==> config.mk <==
export PLATFORM = sky130hd
export DESIGN_NAME = l4_payload_xor_csum_fixup
export DESIGN_NICKNAME = d
export VERILOG_FILES = /design/src/hdl/l4xcs_pkg.sv /design/src/hdl/l4_payload_xor_csum_fixup.sv /design/src/hdl/l4xcs_parse.sv /design/src/hdl/l4xcs_out.sv
export SDC_FILE = /design/constraint.sdc
export NUM_CORES = 1
export LEC_CHECK = 0
export BUFFER_PORTS_ARGS = -buffer_cell sky130_fd_sc_hd__clkbuf_2
export CAP_MARGIN = 5
export CORE_AREA = 5 5 189 191
export CTS_BUF_LIST = sky130_fd_sc_hd__clkbuf_8
export DETAILED_ROUTE_END_ITERATION = 16
export DIE_AREA = 0 0 194 196
export PLACE_DENSITY = 0.66
export SYNTH_ARGS = -nofsm -noshare
export SYNTH_HDL_FRONTEND = slang
export SYNTH_SLANG_ARGS = --single-unit
==> constraint.sdc <==
create_clock -name clk_i -period 13.1 [get_ports clk_i]
set_input_delay 0.655 -clock clk_i [delete_from_list [all_inputs] [get_ports clk_i]]
set_output_delay 0.655 -clock clk_i [all_outputs]
set_load 0.005 [all_outputs]
==> src/hdl/l4xcs_pkg.sv <==
// ----------------------------------------------------------------------------
// l4xcs_pkg
// types, constants and one's-complement helpers of the payload xor fixup
// ----------------------------------------------------------------------------
package l4xcs_pkg;

  localparam int unsigned ByteW    = 8;
  localparam int unsigned CsumW    = 16;
  localparam int unsigned PosW     = 16;
  localparam int unsigned LenW     = 6;
  localparam int unsigned OutDataW = 32;

  localparam logic [ByteW-1:0] ProtoTcp = 8'd6;
  localparam logic [ByteW-1:0] ProtoUdp = 8'd17;

  localparam logic [LenW-1:0] UdpHdrLen = 6'd8;
  localparam logic [LenW-1:0] TcpHdrMin = 6'd20;

  localparam logic [CsumW-1:0] CsumAllOnes = 16'hffff;
  localparam logic [PosW-1:0]  PosMax      = 16'hffff;

  typedef enum logic {
    KindByte    = 1'b0,
    KindTrailer = 1'b1
  } item_kind_e;

  typedef struct packed {
    logic bypass;
    logic drop;
    logic skip;
    logic hdr;
  } pkt_flags_t;

  typedef struct packed {
    logic [ByteW-1:0] out_byte;
    logic             last;
    logic             wr;
    logic             drop;
    logic             udp;
    logic [CsumW-1:0] orig;
    logic [CsumW-1:0] old_sum;
    logic [CsumW-1:0] new_sum;
  } l4xcs_item_t;

  function automatic logic [CsumW-1:0] oc_add(input logic [CsumW-1:0] a,
                                               input logic [CsumW-1:0] b);
    logic [CsumW:0] s;
    s = {1'b0, a} + {1'b0, b};
    return s[CsumW-1:0] + {{(CsumW-1){1'b0}}, s[CsumW]};
  endfunction

  function automatic logic [CsumW-1:0] oc_add3(input logic [CsumW-1:0] a,
                                                input logic [CsumW-1:0] b,
                                                input logic [CsumW-1:0] c);
    logic [CsumW+1:0] s;
    logic [CsumW:0]   t;
    s = {2'b00, a} + {2'b00, b} + {2'b00, c};
    t = {1'b0, s[CsumW-1:0]} + {{(CsumW-1){1'b0}}, s[CsumW+1:CsumW]};
    return t[CsumW-1:0] + {{(CsumW-1){1'b0}}, t[CsumW]};
  endfunction

endpackage

==> src/hdl/l4_payload_xor_csum_fixup.sv <==
// ----------------------------------------------------------------------------
// l4_payload_xor_csum_fixup
// ipv4 l4 payload xor scrambler with incremental l4 checksum fixup
// ----------------------------------------------------------------------------
// Takes one packet byte per cycle while s_axis_tready is high and returns one
// byte transfer per input byte, via the staging and output registers. The last
// byte of a packet is followed by a trailer transfer (tuser high) with verdict
// and new checksum; that byte stays in the staging register for the trailer,
// so the input is held meanwhile. The trailer checksum is folded from the
// staging register into the output register. The cfg channel is always ready;
// the user must write xor_mask only while the block is idle (not enforced).
module l4_payload_xor_csum_fixup (
  input  logic        clk_i,
  input  logic        rst_ni,
  input  logic        s_axis_tvalid,
  output logic        s_axis_tready,
  input  logic [7:0]  s_axis_tdata,  // [7:0] packet_byte
  input  logic        s_axis_tlast,  // last_byte
  input  logic [0:0]  s_axis_tuser,  // [0] checksum_offloaded
  output logic        m_axis_tvalid,
  input  logic        m_axis_tready,
  output logic [31:0] m_axis_tdata,  // [7:0] out_byte, [23:8] new_checksum,
                                     // [24] checksum_write, [25] verdict_drop
  output logic        m_axis_tlast,  // run_last
  output logic [0:0]  m_axis_tuser,  // [0] item_kind
  input  logic        cfg_valid_i,
  output logic        cfg_ready_o,
  input  logic [7:0]  cfg_data_i     // [7:0] xor_mask
);
  import l4xcs_pkg::*;

  logic [ByteW-1:0] mask_q;
  logic             in_xfer;
  logic             in_ready;
  l4xcs_item_t      item;

  assign cfg_ready_o   = 1'b1;
  assign in_xfer       = s_axis_tvalid && in_ready;
  assign s_axis_tready = in_ready;

  always_ff @(posedge clk_i or negedge rst_ni) begin
    if (!rst_ni) begin
      mask_q <= '0;
    end else if (cfg_valid_i) begin
      mask_q <= cfg_data_i;
    end
  end

  l4xcs_parse u_parse (
    .clk_i    (clk_i),
    .rst_ni   (rst_ni),
    .accept_i (in_xfer),
    .byte_i   (s_axis_tdata),
    .last_i   (s_axis_tlast),
    .offl_i   (s_axis_tuser[0]),
    .mask_i   (mask_q),
    .item_o   (item)
  );

  l4xcs_out u_out (
    .clk_i     (clk_i),
    .rst_ni    (rst_ni),
    .load_i    (in_xfer),
    .item_i    (item),
    .ready_o   (in_ready),
    .m_valid_o (m_axis_tvalid),
    .m_ready_i (m_axis_tready),
    .m_data_o  (m_axis_tdata),
    .m_kind_o  (m_axis_tuser[0]),
    .m_last_o  (m_axis_tlast)
  );

endmodule

==> src/hdl/l4xcs_parse.sv <==
// ----------------------------------------------------------------------------
// l4xcs_parse
// per-packet header parser, payload xor and running one's-complement sums
// ----------------------------------------------------------------------------
module l4xcs_parse (
  input  logic                        clk_i,
  input  logic                        rst_ni,
  input  logic                        accept_i,
  input  logic [l4xcs_pkg::ByteW-1:0] byte_i,
  input  logic                        last_i,
  input  logic                        offl_i,
  input  logic [l4xcs_pkg::ByteW-1:0] mask_i,
  output l4xcs_pkg::l4xcs_item_t      item_o
);
  import l4xcs_pkg::*;

  logic [PosW-1:0]    pos_q, pos_d;
  logic [LenW-1:0]    ihl_q, ihl_d;
  logic [ByteW-1:0]   proto_q, proto_d;
  logic [LenW-1:0]    l4len_q, l4len_d;
  logic [CsumW-1:0]   orig_q, orig_d;
  logic [CsumW-1:0]   old_sum_q, old_sum_d;
  logic [CsumW-1:0]   new_sum_q, new_sum_d;
  logic [2*ByteW:0]   held_q, held_d;
  pkt_flags_t         flags_q, flags_d;

  logic [PosW-1:0]    off;
  logic               active;
  logic               payload;
  logic [ByteW-1:0]   res;
  logic               add_en;
  logic [CsumW-1:0]   w_old, w_new;

  always_comb begin
    ihl_d   = ihl_q;
    proto_d = proto_q;
    l4len_d = l4len_q;
    orig_d  = orig_q;
    flags_d = flags_q;
    held_d  = held_q;
    res     = byte_i;
    add_en  = 1'b0;
    w_old   = '0;
    w_new   = '0;

    if (pos_q == 16'd0) begin
      ihl_d = {byte_i[3:0], 2'b00};
      if (byte_i[3:0] < 4'd5) flags_d.bypass = 1'b1;
      if (offl_i) flags_d.skip = 1'b1;
    end else if (pos_q == 16'd6) begin
      if (byte_i[4:0] != 5'd0) flags_d.bypass = 1'b1;
    end else if (pos_q == 16'd7) begin
      if (byte_i != 8'd0) flags_d.bypass = 1'b1;
    end else if (pos_q == 16'd9) begin
      proto_d = byte_i;
      if (byte_i == ProtoUdp) begin
        l4len_d = UdpHdrLen;
      end else if (byte_i == ProtoTcp) begin
        l4len_d = TcpHdrMin;
      end else begin
        flags_d.bypass = 1'b1;
      end
    end

    off     = pos_q - {{(PosW-LenW){1'b0}}, ihl_d};
    active  = !flags_d.bypass && !flags_d.drop && (pos_q >= 16'd10) &&
              (pos_q >= {{(PosW-LenW){1'b0}}, ihl_d});
    payload = active && (off >= {{(PosW-LenW){1'b0}}, l4len_d});

    if (active && !payload) begin
      if (proto_d == ProtoUdp) begin
        if (off == 16'd4 || off == 16'd6) begin
          orig_d = {byte_i, 8'h00};
        end else if (off == 16'd5) begin
          if ({orig_q[15:8], orig_q[7:0] | byte_i} < 16'd8) flags_d.drop = 1'b1;
        end else if (off == 16'd7) begin
          orig_d = {orig_q[15:8], orig_q[7:0] | byte_i};
          if ({orig_q[15:8], orig_q[7:0] | byte_i} == 16'd0) flags_d.skip = 1'b1;
          flags_d.hdr = 1'b1;
        end
      end else begin
        if (off == 16'd12) begin
          l4len_d = {byte_i[7:4], 2'b00};
          if ({byte_i[7:4], 2'b00} < TcpHdrMin) flags_d.drop = 1'b1;
        end else if (off == 16'd16) begin
          orig_d = {byte_i, 8'h00};
        end else if (off == 16'd17) begin
          orig_d = {orig_q[15:8], orig_q[7:0] | byte_i};
        end
        if (!flags_d.drop &&
            ({1'b0, off} + 17'd1) == {{(PosW+1-LenW){1'b0}}, l4len_d}) begin
          flags_d.hdr = 1'b1;
        end
      end
    end

    if (payload) begin
      res = byte_i ^ mask_i;
      if (held_q[2*ByteW]) begin
        add_en = 1'b1;
        w_old  = {held_q[2*ByteW-1:ByteW], byte_i};
        w_new  = {held_q[ByteW-1:0], byte_i ^ mask_i};
        held_d = '0;
      end else begin
        held_d = {1'b1, byte_i, byte_i ^ mask_i};
        if (last_i) begin
          add_en = 1'b1;
          w_old  = {byte_i, 8'h00};
          w_new  = {byte_i ^ mask_i, 8'h00};
        end
      end
    end else if (last_i && held_q[2*ByteW]) begin
      add_en = 1'b1;
      w_old  = {held_q[2*ByteW-1:ByteW], 8'h00};
      w_new  = {held_q[ByteW-1:0], 8'h00};
    end

    old_sum_d = add_en ? oc_add(old_sum_q, w_old) : old_sum_q;
    new_sum_d = add_en ? oc_add(new_sum_q, w_new) : new_sum_q;
    pos_d     = (pos_q == PosMax) ? pos_q : pos_q + 16'd1;
  end

  always_comb begin
    item_o.out_byte = res;
    item_o.last     = last_i;
    item_o.wr       = !flags_d.bypass && !flags_d.drop && flags_d.hdr && !flags_d.skip;
    item_o.drop     = !flags_d.bypass && (flags_d.drop || !flags_d.hdr);
    item_o.udp      = (proto_d == ProtoUdp);
    item_o.orig     = orig_d;
    item_o.old_sum  = old_sum_d;
    item_o.new_sum  = new_sum_d;
  end

  always_ff @(posedge clk_i or negedge rst_ni) begin
    if (!rst_ni) begin
      pos_q     <= '0;
      ihl_q     <= '0;
      proto_q   <= '0;
      l4len_q   <= '0;
      orig_q    <= '0;
      old_sum_q <= '0;
      new_sum_q <= '0;
      held_q    <= '0;
      flags_q   <= '0;
    end else if (accept_i) begin
      if (last_i) begin
        pos_q     <= '0;
        ihl_q     <= '0;
        proto_q   <= '0;
        l4len_q   <= '0;
        orig_q    <= '0;
        old_sum_q <= '0;
        new_sum_q <= '0;
        held_q    <= '0;
        flags_q   <= '0;
      end else begin
        pos_q     <= pos_d;
        ihl_q     <= ihl_d;
        proto_q   <= proto_d;
        l4len_q   <= l4len_d;
        orig_q    <= orig_d;
        old_sum_q <= old_sum_d;
        new_sum_q <= new_sum_d;
        held_q    <= held_d;
        flags_q   <= flags_d;
      end
    end
  end

endmodule

==> src/hdl/l4xcs_out.sv <==
// ----------------------------------------------------------------------------
// l4xcs_out
// staging register, trailer checksum and output register
// ----------------------------------------------------------------------------
module l4xcs_out (
  input  logic                           clk_i,
  input  logic                           rst_ni,
  input  logic                           load_i,
  input  l4xcs_pkg::l4xcs_item_t         item_i,
  output logic                           ready_o,
  output logic                           m_valid_o,
  input  logic                           m_ready_i,
  output logic [l4xcs_pkg::OutDataW-1:0] m_data_o,
  output logic                           m_kind_o,
  output logic                           m_last_o
);
  import l4xcs_pkg::*;

  logic                stg_valid_q;
  logic                stg_phase_q;
  l4xcs_item_t         stg_q;
  logic                out_valid_q;
  logic                out_last_q;
  item_kind_e          out_kind_q;
  logic [OutDataW-1:0] out_data_q;

  logic                out_free;
  logic                adv;
  logic                stg_done;
  logic [CsumW-1:0]    csum_raw;
  logic [CsumW-1:0]    csum;

  assign out_free = !out_valid_q || m_ready_i;
  assign adv      = stg_valid_q && out_free;
  assign stg_done = adv && (!stg_q.last || stg_phase_q);
  assign ready_o  = !stg_valid_q || stg_done;

  always_comb begin
    csum_raw = ~oc_add3(~stg_q.orig, ~stg_q.old_sum, stg_q.new_sum);
    if (!stg_q.wr) begin
      csum = '0;
    end else if (stg_q.udp && csum_raw == '0) begin
      csum = CsumAllOnes;
    end else begin
      csum = csum_raw;
    end
  end

  always_ff @(posedge clk_i or negedge rst_ni) begin
    if (!rst_ni) begin
      stg_valid_q <= 1'b0;
      stg_phase_q <= 1'b0;
    end else if (load_i) begin
      stg_valid_q <= 1'b1;
      stg_phase_q <= 1'b0;
    end else if (stg_done) begin
      stg_valid_q <= 1'b0;
      stg_phase_q <= 1'b0;
    end else if (adv) begin
      stg_phase_q <= 1'b1;
    end
  end

  always_ff @(posedge clk_i) begin
    if (load_i) begin
      stg_q <= item_i;
    end
  end

  always_ff @(posedge clk_i or negedge rst_ni) begin
    if (!rst_ni) begin
      out_valid_q <= 1'b0;
    end else if (adv) begin
      out_valid_q <= 1'b1;
    end else if (m_ready_i) begin
      out_valid_q <= 1'b0;
    end
  end

  always_ff @(posedge clk_i) begin
    if (adv) begin
      if (stg_phase_q) begin
        out_kind_q <= KindTrailer;
        out_last_q <= 1'b1;
        out_data_q <= {6'd0, stg_q.drop, stg_q.wr, csum, 8'h00};
      end else begin
        out_kind_q <= KindByte;
        out_last_q <= !stg_q.last;
        out_data_q <= {{(OutDataW-ByteW){1'b0}}, stg_q.out_byte};
      end
    end
  end

  assign m_valid_o = out_valid_q;
  assign m_data_o  = out_data_q;
  assign m_kind_o  = out_kind_q;
  assign m_last_o  = out_last_q;

endmodule

==> implementation parameters, run 1 <==
Parameter                              Value

Power and ir drop
  Pwr/cell area ... approximately 200 nW/um^2
  Leakage power total ... 0.00704 uW
  Overall power of the completed layout ... between 3000 and 4000 uW
  Worst-case vdd ir drop ... 84.1 uV

Critical path
  Crit. End Element ... register
  Most frequent cell on the critical path ... sky130_fd_sc_hd__a21oi_1
  Largest fanout of any net on the critical path ... 16
  Worst path max stage delay ... around 540 ps
  Critical-path cell with the highest stage delay ... sky130_fd_sc_hd__or4_1
  Kind of start point of the critical path ... register
  Crit path required time ... 13470 ps
  Kind of critical path ... reg -> reg
  Critical path arrival ... between 10000 and 15000 ps

Cells and area
  Share of cells above drive strength 1 ... 0.104
  Share of the core filled with cells in the final layout ... 0.482
  Most common cell after layout, fill and taps aside ... sky130_fd_sc_hd__nand2_1
  Most frequent cells in the layout ... 145 x sky130_fd_sc_hd__nand2_1, 134 x sky130_fd_sc_hd__nor2_1, 116 x sky130_fd_sc_hd__dfrtp_1
  Nets ... between 1500 and 2000
  Layout-stage area growth over the synthesis result ... 9.02%
  Ant diodes ... 0

GRT
  GR met1 Demand/Resource ... 0.295
  Met3 track demand over resource ... 0.0311
  Combined global-route utilization of all metal layers ... 0.209
  Met2 GRT Util ... 0.340
  Peak-usage layer in the global routing report ... met2
  Number of antenna violations at the first check in global routing ... 0
  Number of global-route vias before repair ... 11900
  Sum of overflow across all layers after global routing ... 0
  Maximum number of pins on one net before global-route repair ... slightly above 80
  Global-route wire length before repair ... ~65000 microns

Timing
  Shortest period the worst path allows ... a little under 10000 ps
  Period utilisation layout ... 0.753
  Max transition margin ... 0.206
  Transition time of the tightest slew-check pin ... ~1200 ps
  Count of final max-slew check failures ... 0
  Total Neg Setup Slack ... 0 ps
  Maximum clock rate ... just over 100 MHz
  Unrepaired setup endpoints after global routing ... false
  Fin Clk Skew ... 43.5 ps
  Number of hold violations in the final report ... 0
  Final count of negative-setup-slack endpoints ... 0

Clocking
  Worst skew pair latency ... between 500 and 600 ps
  Bufs on Longest Clock Path ... 3
  Total CTS buffers ... 37
  Hold-fix buffer count after cts ... 0
  Resize count post-CTS ... 0
  Number of buffers inserted by post-CTS setup repair ... 0
  Sinks on the clock net ... just over 200
  Clock tree from TritonCTS ... yes
  Clock transition at path regs ... roughly 70 ps
  Library cell used as clock root buffer ... sky130_fd_sc_hd__clkbuf_8
  H-Tree Depth ... 2

Drt
  Final Routed Wirelength ... 40500 microns
  Remaining design rule violation count ... 0
  Post-route antenna net violation count ... 0
  Number of vias per cell ... between 5 and 6
  WL per Instance ... about 19 microns
  Number of DRC markers in iteration 0 ... 1044
  Via count ... about 13000
  First-pass iteration count of the detailed router ... 5

Yosys
  #FFs+latches synth ... between 200 and 250
  Mean instance size in the synthesized netlist ... 9.14 sq um
  Yosys warns ... 0
  Number of flops mapped to enable cells by yosys ... between 80 and 90
  Async SR Flop Fraction ... 0.569
  Share of synthesized area occupied by flip-flops and latches ... 0.370
  Post-synth cell types ... about 110
  Area of the mapped netlist ... 15000 sq um
  Number of instances in the synthesized netlist ... 1642
  Predominant post-synthesis flop cell ... sky130_fd_sc_hd__dfrtp_1

Die
  Number of top-level pins ... 60
  Placeable core region ... 33900 sq um
  Starting density of the core ... 0.442
  Die X ... 194 microns
  Number of cell rows ... ~70
  Die extent in y ... ~200 microns
  Die ar. ... 38000 sq um

Place
  Weighted congestion reported at the end of routability-driven placement ... approximately 0.91
  Count of buffers from port buffering ... 52
  Detailed placer's ending HPWL ... between 30000 and 40000 microns

Min path
  Type of the most critical hold path ... in -> async

Flow run
  Max-Cap Viols ... 0

Status
  Run status ... finished clean
-- final cells by class --
type,instances,area [sq um]
clock buffers,44,606
multi-input cells,1277,8780
clock inverters,24,199
well taps,455,569
fillers,3254,17600
flip-flops and latches,204,5550
inverters,87,327
repair buffers,61,330
-- power breakdown --
part           internal (uW)  switching [uW]
sequential               790            76.1
combinational            639            1060
clock                    370             278
total                   1800            1410
-- cells in the mapped netlist, types with 37 or more instances --
cell type / n / share of area
sky130_fd_sc_hd__nand3_1: 38 / 0.013
sky130_fd_sc_hd__edfxtp_1: 88 / 0.18
sky130_fd_sc_hd__xor2_1: 53 / 0.031
sky130_fd_sc_hd__inv_1: 86 / 0.022
sky130_fd_sc_hd__dfrtp_1: 116 / 0.19
sky130_fd_sc_hd__nor3_1: 37 / 0.012
sky130_fd_sc_hd__clkbuf_1: 53 / 0.013
sky130_fd_sc_hd__a22o_1: 48 / 0.028
sky130_fd_sc_hd__nor2_1: 135 / 0.034
sky130_fd_sc_hd__ha_1: 92 / 0.077
sky130_fd_sc_hd__nand2_1: 146 / 0.037
sky130_fd_sc_hd__a21oi_1: 104 / 0.035
sky130_fd_sc_hd__o21ai_0: 87 / 0.029
sky130_fd_sc_hd__xnor2_1: 89 / 0.052
-- critical path: cells and delay by family (launching register included) --
family | cells | cell delay [ps]
AO/OA/AOI/OAI | 17 | 3290
XOR/XNOR | 3 | 490
adder cells (fa/ha/maj) | 6 | 1910
flip-flops | 1 | 390
AND/OR/NAND/NOR | 12 | 3290
buffers and inverters | 3 | 310
-- registers in the layout, summed over array words and instances (netlist names) --
register           flops
u_out.m_valid_o        1
u_parse.pos_q         16
u_parse.l4len_q        6
u_parse.proto_q        8
u_out.stg_phase_q      1
u_parse.old_sum_q     16
u_out.stg_valid_q      1
mask_q                 8
u_out.stg_q           60
u_parse.held_q        17
u_parse.flags_q        4
u_out.m_last_o         1
u_parse.orig_q        16
u_parse.new_sum_q     16
u_parse.ihl_q          6
u_out.m_data_o        26
u_out.m_kind_o         1
-- routing by layer --
| metal | up-vias | part of all wire |
|---|---|---|
| met5 | - | 0 |
| met4 | 0 | 0.020 |
| met3 | 56 | 0.061 |
| met2 | 415 | 0.46 |
| met1 | 6024 | 0.46 |
| li1 | 6029 | - |
-- final timing paths --
check                            startpoint              endpoint  slack [ps]  cells past startpoint
min in group clk_i            cfg_data_i[3]             mask_q[3]         330                      2
hold reg to reg            u_parse.ihl_q[0]      u_parse.ihl_q[0]         490                      1
setup / recovery            u_out.stg_q[16]    u_out.m_data_o[11]        3240                     41
hold / removal                       rst_ni  u_parse.new_sum_q[7]         180                      1
max in group asynchronous            rst_ni    u_parse.l4len_q[3]       11590                      2
setup reg to reg            u_out.stg_q[16]    u_out.m_data_o[11]        3240                     41
-- cell families (layout without fill, tap and decap cells) --
group	count (synthesis)	in the layout	synth area share
other	2	7	0.000501
AO/OA/AOI/OAI	453	453	0.206
XOR/XNOR	143	143	0.0844
buffers and inverters	166	216	0.0467
flip-flops	204	204	0.370
AND/OR/NAND/NOR	547	547	0.187
multiplexers	28	28	0.0202
adder cells (fa/ha/maj)	99	99	0.0855
-- per-stage QoR --
stage	hold WS, ps	instance area, sq um	worst slack (ps)	cells
finish	178	16400	3240	2152
global route	245	16400	2470	2152
CTS	209	16400	3290	2152
detailed placement	468	15600	3360	2084
global placement	455	15600	3400	2084
floorplan	359	15000	4630	1647
Power figures use the tool's default switching activity.
==> run 2: changes to the inputs <==
--- a/config.mk
+++ b/config.mk
@@ -11,7 +11,7 @@
 export CTS_BUF_LIST = sky130_fd_sc_hd__clkbuf_8
 export DETAILED_ROUTE_END_ITERATION = 16
 export DIE_AREA = 0 0 194 196
-export PLACE_DENSITY = 0.66
+export PLACE_DENSITY = 0.68
 export SYNTH_ARGS = -nofsm -noshare
 export SYNTH_HDL_FRONTEND = slang
 export SYNTH_SLANG_ARGS = --single-unit
==> constraint.sdc (replaced) <==
create_clock -name clk_i -period 9 [get_ports clk_i]
set_input_delay 0.45 -clock clk_i [delete_from_list [all_inputs] [get_ports clk_i]]
set_output_delay 0.45 -clock clk_i [all_outputs]
set_load 0.005 [all_outputs]
==> run 2 against run 1 <==
Global-route usage is 0.24 points lower; clock power is 57% higher; die area stayed put; cell count is 1.9% higher; sequential share of layout area is 1.0 points lower; clock-buffer cell count is 1 lower; cell area is 3.2% higher; critical endpoint is now u_out.stg_q[30].
==> implementation parameters, run 2 (synthesis gave the netlist of run 1 again) <==
Parameter                              Value

Status
  Run status ... finished clean

Min path
  Type of the most critical hold path ... in -> reg

Clocking
  Clock transition at path regs ... 60 ps (about the same)
  Worst skew pair latency ... 590 ps (+40 ps)
  H-Tree Depth ... 2 (unchanged)
  Sinks on the clock net ... 204 (unchanged)
  Library cell used as clock root buffer ... sky130_fd_sc_hd__clkbuf_8
  Total CTS buffers ... 37 (unchanged)
  Clock tree from TritonCTS ... yes
  Bufs on Longest Clock Path ... 3 (unchanged)

Critical path
  Kind of critical path ... reg -> reg
  Kind of start point of the critical path ... register
  Crit. End Element ... register
  Worst path buffer plus inverter count ... 2 (-1)
  Critical-path cell with the highest stage delay ... sky130_fd_sc_hd__or4_4
  Largest fanout of any net on the critical path ... 19 (+3)
  Worst path max stage delay ... 600 ps (+60 ps)
  Crit path required time ... 9250 ps (-4220 ps)
  Critical path arrival ... 8810 ps (-1420 ps)
  Cell type group with the largest total delay on the critical path ... simple AND/OR/NAND/NOR gates

Power and ir drop
  Worst-case vdd ir drop ... 188 uV (+120%)
  Leakage power total ... 0.00732 uW (+3.9%)
  Overall power of the completed layout ... 4870 uW (+52%)
  Pwr/cell area ... 289 nW/um^2 (+47%)

Place
  Count of buffers from port buffering ... 52 (unchanged)
  Detailed placer's ending HPWL ... 29800 microns (-1.5%)
  Number of placed instances, taps included ... 2115 (+1.5%)
  Worst Setup Slack post-DPL ... -243 ps (-3610 ps)
  Weighted congestion reported at the end of routability-driven placement ... 0.960 (+5.4%)

Die
  Die ar. ... 38000 sq um (unchanged)
  Placeable core region ... 33900 sq um (unchanged)
  Die X ... 194 microns (unchanged)
  Number of cell rows ... 68 (unchanged)
  Die extent in y ... 196 microns (unchanged)
  Starting density of the core ... 0.442 (unchanged)
  Number of top-level pins ... 60 (unchanged)

Cells and area
  Most common cell after layout, fill and taps aside ... sky130_fd_sc_hd__nand2_1
  Filler-free cell count of the finished design ... 2192 (+1.9%)
  Ant diodes ... 0 (unchanged)
  Share of cells above drive strength 1 ... 0.148 (+0.0437)
  Max FFs per register ... 60 (unchanged)
  Register bank with the most flops ... u_out.stg_q
  Layout-stage area growth over the synthesis result ... 12.5%
  Nets ... 1829 (+2.2%)
  Most frequent cells in the layout ... 145 x sky130_fd_sc_hd__nand2_1, 133 x sky130_fd_sc_hd__nor2_1, 115 x sky130_fd_sc_hd__dfrtp_1

Timing
  Max transition margin ... 0.198 (-0.00801)
  Period utilisation layout ... 0.951 (+0.199)
  Total Neg Setup Slack ... 0 ps (unchanged)
  Shortest period the worst path allows ... 8560 ps (-1300 ps)
  Final count of negative-setup-slack endpoints ... 0 (unchanged)
  Maximum clock rate ... 117 MHz (+15%)
  Fin Clk Skew ... 49.7 ps (+6.18 ps)
  Number of hold violations in the final report ... 0 (unchanged)
  Transition time of the tightest slew-check pin ... 1200 ps (+12.0 ps)
  Setup WS post-layout ... 440 ps (-2800 ps)
  Count of final max-slew check failures ... 0 (unchanged)

Drt
  Number of DRC markers in iteration 0 ... 1184 (+13%)
  WL per Instance ... 18.6 microns (-1.5%)
  Number of vias per cell ... 5.85 (+0.50%)
  Final Routed Wirelength ... 40700 microns (+0.36%)
  Post-route antenna net violation count ... 0 (unchanged)
  Via count ... 12800 (+2.4%)
  Remaining design rule violation count ... 0 (unchanged)
  First-pass iteration count of the detailed router ... 6 (+1)

GRT
  Combined global-route utilization of all metal layers ... 0.206 (-0.00240)
  Number of antenna violations at the first check in global routing ... 1 (+1)
  Number of global-route vias before repair ... 12000 (+0.93%)
  Maximum number of pins on one net before global-route repair ... 80 (-2.4%)
  Sum of overflow across all layers after global routing ... 0 (unchanged)
  Global-route wire length before repair ... 64700 microns (-0.74%)

Flow run
  Max-Cap Viols ... 0 (unchanged)
[run 2: cell count changes in the layout (fill, tap and decap cells not counted), sizes merged]
cell / delta
clkbuf: -1
clkinv: +4
clkinvlp: -1
bufinv: +2
dlygate4sd3: +1
inv: -4
buf: +39
[run 2: where the power goes]
group / internal, uW / leakage (uW) / total, uW / switching, uW
logic: 1020 / 0.00446 / 2590 / 1570
clock network: 592 / 0.000467 / 1020 / 432
registers: 1150 / 0.00240 / 1260 / 110
[run 2: final timing paths]
path / startpoint / to / slack [ps] / depth (start not counted)
worst max-delay path: u_parse.pos_q[10] / u_out.stg_q[30] / 440 / 36
worst min-delay path: cfg_data_i[0] / mask_q[0] / 100 / 2
worst max register to register: u_parse.pos_q[10] / u_out.stg_q[30] / 440 / 36
worst min register to register: u_out.stg_valid_q / u_out.m_valid_o / 490 / 1
max in group asynchronous: rst_ni / u_out.stg_phase_q / 7100 / 3
min in group asynchronous: rst_ni / u_parse.pos_q[0] / 460 / 2
[run 2: final cells by class]
type	instances	area, sq um
inverter	87	327
sequential	204	5550
multi-input combinational	1277	8930
timing repair buffer	101	637
fill	3122	17100
clock inverter	25	270
tap	455	569
clock buffer	43	592
[run 2: timing repair]
action                     in CTS  in global routing
hold endpoints to repair       46                  0
gates resized for setup         3                 42
hold buffers                    1                  0
pin swaps                       0                 15
setup endpoints to repair      16                 66
setup buffers                   1                  7
[run 2: layer usage]
| metal | share of wire | GRT usage | up-vias | routed length, microns |
|---|---|---|---|---|
| met3 | 0.059 | 0.0259 | 76 | 2390 |
| met1 | 0.45 | 0.289 | 6193 | 18400 |
| li1 | - | - | 6109 | - |
| met5 | 0 | 0 | - | 0 |
| met2 | 0.46 | 0.336 | 443 | 18700 |
| met4 | 0.029 | 0.0635 | 0 | 1180 |
[run 2: per-stage QoR]
step / cell area, sq um / util / hold slack [ps]
6_report: 16900 / 0.497 / 97.5
5_1_grt: 16900 / 0.497 / 82.2
4_1_cts: 16700 / 0.491 / 51.8
3_5_place_dp: 15800 / 0.465 / 477
3_3_place_gp: 15800 / 0.465 / 458
2_1_floorplan: 15000 / - / 154
==> run 3: changes to the inputs <==
--- a/config.mk
+++ b/config.mk
@@ -7,10 +7,10 @@
 export LEC_CHECK = 0
 export BUFFER_PORTS_ARGS = -buffer_cell sky130_fd_sc_hd__clkbuf_2
 export CAP_MARGIN = 5
-export CORE_AREA = 5 5 189 191
+export CORE_AREA = 5 5 211 172
 export CTS_BUF_LIST = sky130_fd_sc_hd__clkbuf_8
 export DETAILED_ROUTE_END_ITERATION = 16
-export DIE_AREA = 0 0 194 196
+export DIE_AREA = 0 0 216 177
 export PLACE_DENSITY = 0.68
 export SYNTH_ARGS = -nofsm -noshare
 export SYNTH_HDL_FRONTEND = slang
==> run 3 against run 2 <==
Clock skew is 18 ps lower; worst setup slack worse by 31 ps; sequential power hardly changed; highest routed layer unchanged; via count is 0.13% higher; global-route usage hardly changed; first-iteration DRC count is 25% higher; cell area is 0.82% lower; non-clock buffer count is 2 higher; critical path depth is 2 higher; power is 2.2% lower; cell count is 0.78% lower; critical endpoint is now u_parse.new_sum_q[8]; clock power is 11% lower.
==> implementation parameters, run 3 (synthesis gave the netlist of run 1 again) <==
Parameter                              Value

Status
  Run status ... finished clean

Cells and area
  Most common cell after layout, fill and taps aside ... sky130_fd_sc_hd__nand2_1
  Nets ... 1829 (unchanged)
  Max FFs per register ... 60 (unchanged)
  Layout-stage area growth over the synthesis result ... 11.6%
  Share of cells above drive strength 1 ... 0.139 (-0.00897)
  Register bank with the most flops ... u_out.stg_q
  Share of the core filled with cells in the final layout ... 0.491 (-0.00653)
  Ant diodes ... 0 (unchanged)
  Most frequent cells in the layout ... 144 x sky130_fd_sc_hd__nand2_1, 134 x sky130_fd_sc_hd__nor2_1, 116 x sky130_fd_sc_hd__dfrtp_1

Drt
  Number of vias per cell ... 5.90 (+0.92%)
  Final Routed Wirelength ... 41200 microns (+1.2%)
  Post-route antenna net violation count ... 0 (unchanged)
  Remaining design rule violation count ... 0 (unchanged)
  Number of DRC markers in iteration 0 ... 1481 (+25%)
  WL per Instance ... 18.9 microns (+2.0%)
  First-pass iteration count of the detailed router ... 6 (unchanged)
  Via count ... 12800 (+0.13%)

Place
  Count of buffers from port buffering ... 52 (unchanged)
  Worst Setup Slack post-DPL ... 79.9 ps (+323 ps)
  Detailed placer's ending HPWL ... 30200 microns (+1.5%)
  Weighted congestion reported at the end of routability-driven placement ... 0.915 (-4.6%)

Timing
  Fin Clk Skew ... 32.1 ps (-17.6 ps)
  Worst hold slack ... 120 ps (+22.6 ps)
  Count of final max-slew check failures ... 0 (unchanged)
  Transition time of the tightest slew-check pin ... 1260 ps (+52.0 ps)
  Shortest period the worst path allows ... 8590 ps (+30.7 ps)
  Setup WS post-layout ... 409 ps (-30.7 ps)
  Final count of negative-setup-slack endpoints ... 0 (unchanged)
  Maximum clock rate ... 116 MHz (-0.36%)
  Total Neg Setup Slack ... 0 ps (unchanged)
  Max transition margin ... 0.163 (-0.0347)
  Number of hold violations in the final report ... 0 (unchanged)
  Period utilisation layout ... 0.955 (+0.00342)

Clocking
  Bufs on Longest Clock Path ... 3 (unchanged)
  Clock tree from TritonCTS ... yes
  Worst skew pair latency ... 560 ps (-30 ps)
  Sinks on the clock net ... 204 (unchanged)
  Clock transition at path regs ... 70 ps (about the same)
  Library cell used as clock root buffer ... sky130_fd_sc_hd__clkbuf_8
  Total CTS buffers ... 35 (-5.4%)
  H-Tree Depth ... 2 (unchanged)

Die
  Starting density of the core ... 0.440 (-0.00219)
  Die ar. ... 38200 sq um (+0.55%)
  Number of cell rows ... 61 (-10%)
  Placeable core region ... 34100 sq um (+0.50%)
  Number of top-level pins ... 60 (unchanged)
  Die X ... 216 microns (+11%)
  Die extent in y ... 177 microns (-9.7%)

GRT
  Combined global-route utilization of all metal layers ... 0.206 (+0.000207)
  Number of antenna violations at the first check in global routing ... 0 (-1)
  Number of global-route vias before repair ... 12000 (-0.10%)
  Maximum number of pins on one net before global-route repair ... 78 (-2.5%)
  Sum of overflow across all layers after global routing ... 0 (unchanged)
  Global-route wire length before repair ... 64600 microns (-0.22%)

Critical path
  Kind of start point of the critical path ... register
  Critical path arrival ... 9010 ps (+200 ps)
  Worst path max stage delay ... 550 ps (-50 ps)
  Cell type group with the largest total delay on the critical path ... compound AO/OA/AOI/OAI gates
  Kind of critical path ... reg -> reg
  Most frequent cell on the critical path ... sky130_fd_sc_hd__ha_1
  Crit. End Element ... register
  Critical-path cell with the highest stage delay ... sky130_fd_sc_hd__or4_4
  Worst path buffer plus inverter count ... 1 (-1)
  Largest fanout of any net on the critical path ... 8 (-11)
  Crit path required time ... 9420 ps (+170 ps)

Power and ir drop
  Pwr/cell area ... 285 nW/um^2 (-1.3%)
  Leakage power total ... 0.00726 uW (-0.88%)
  Worst-case vdd ir drop ... 130 uV (-31%)

Flow run
  Max-Cap Viols ... 0 (unchanged)

Min path
  Type of the most critical hold path ... in -> reg
[run 3: report_power, final]
group / leakage [uW] / internal, uW / switching, uW / total (uW)
logic: 0.00444 / 996 / 1600 / 2600
clock network: 0.000422 / 507 / 405 / 912
registers: 0.00240 / 1150 / 107 / 1260
[run 3: worst paths after layout]
path | startpoint | cells after the start | end | slack (ps)
min in group asynchronous | rst_ni | 2 | u_parse.proto_q[5] | 420
worst max register to register | u_parse.pos_q[5] | 38 | u_parse.new_sum_q[8] | 410
worst min register to register | u_out.stg_valid_q | 1 | u_out.m_valid_o | 480
worst max-delay path | u_parse.pos_q[5] | 38 | u_parse.new_sum_q[8] | 410
worst min-delay path | s_axis_tvalid | 2 | u_out.stg_valid_q | 120
max in group asynchronous | rst_ni | 3 | u_parse.pos_q[3] | 7110
[run 3: stage by stage]
step,total power [uW],instances,cell area [sq um]
after floorplan,3150,1647,15000
after global placement,3700,2108,15800
final,4770,2175,16700
after global routing,5090,2175,16700
after CTS,4690,2172,16600
after detailed placement,3750,2108,15800
[run 3: layer usage]
metal / GRT usage / share of wire / vias up
li1: - / - / 6103
met1: 0.309 / 0.47 / 6213
met2: 0.313 / 0.44 / 460
met3: 0.0356 / 0.074 / 62
met4: 0.0485 / 0.020 / 0
met5: 0 / 0 / -
[run 3: layout make-up]
class | count | area, sq um
Clock buffer | 41 | 564
Fill cell | 3171 | 17400
Tap cell | 441 | 552
Sequential cell | 204 | 5550
Multi-Input combinational cell | 1277 | 8900
Inverter | 87 | 327
Clock inverter | 22 | 190
Timing Repair Buffer | 103 | 652
[run 3: timing repair]
action,in CTS,in global routing
buffers inserted,0,3
hold buffers,1,0
resized for setup,0,33
hold endpoints to repair,39,0
setup endpoints to repair,0,68
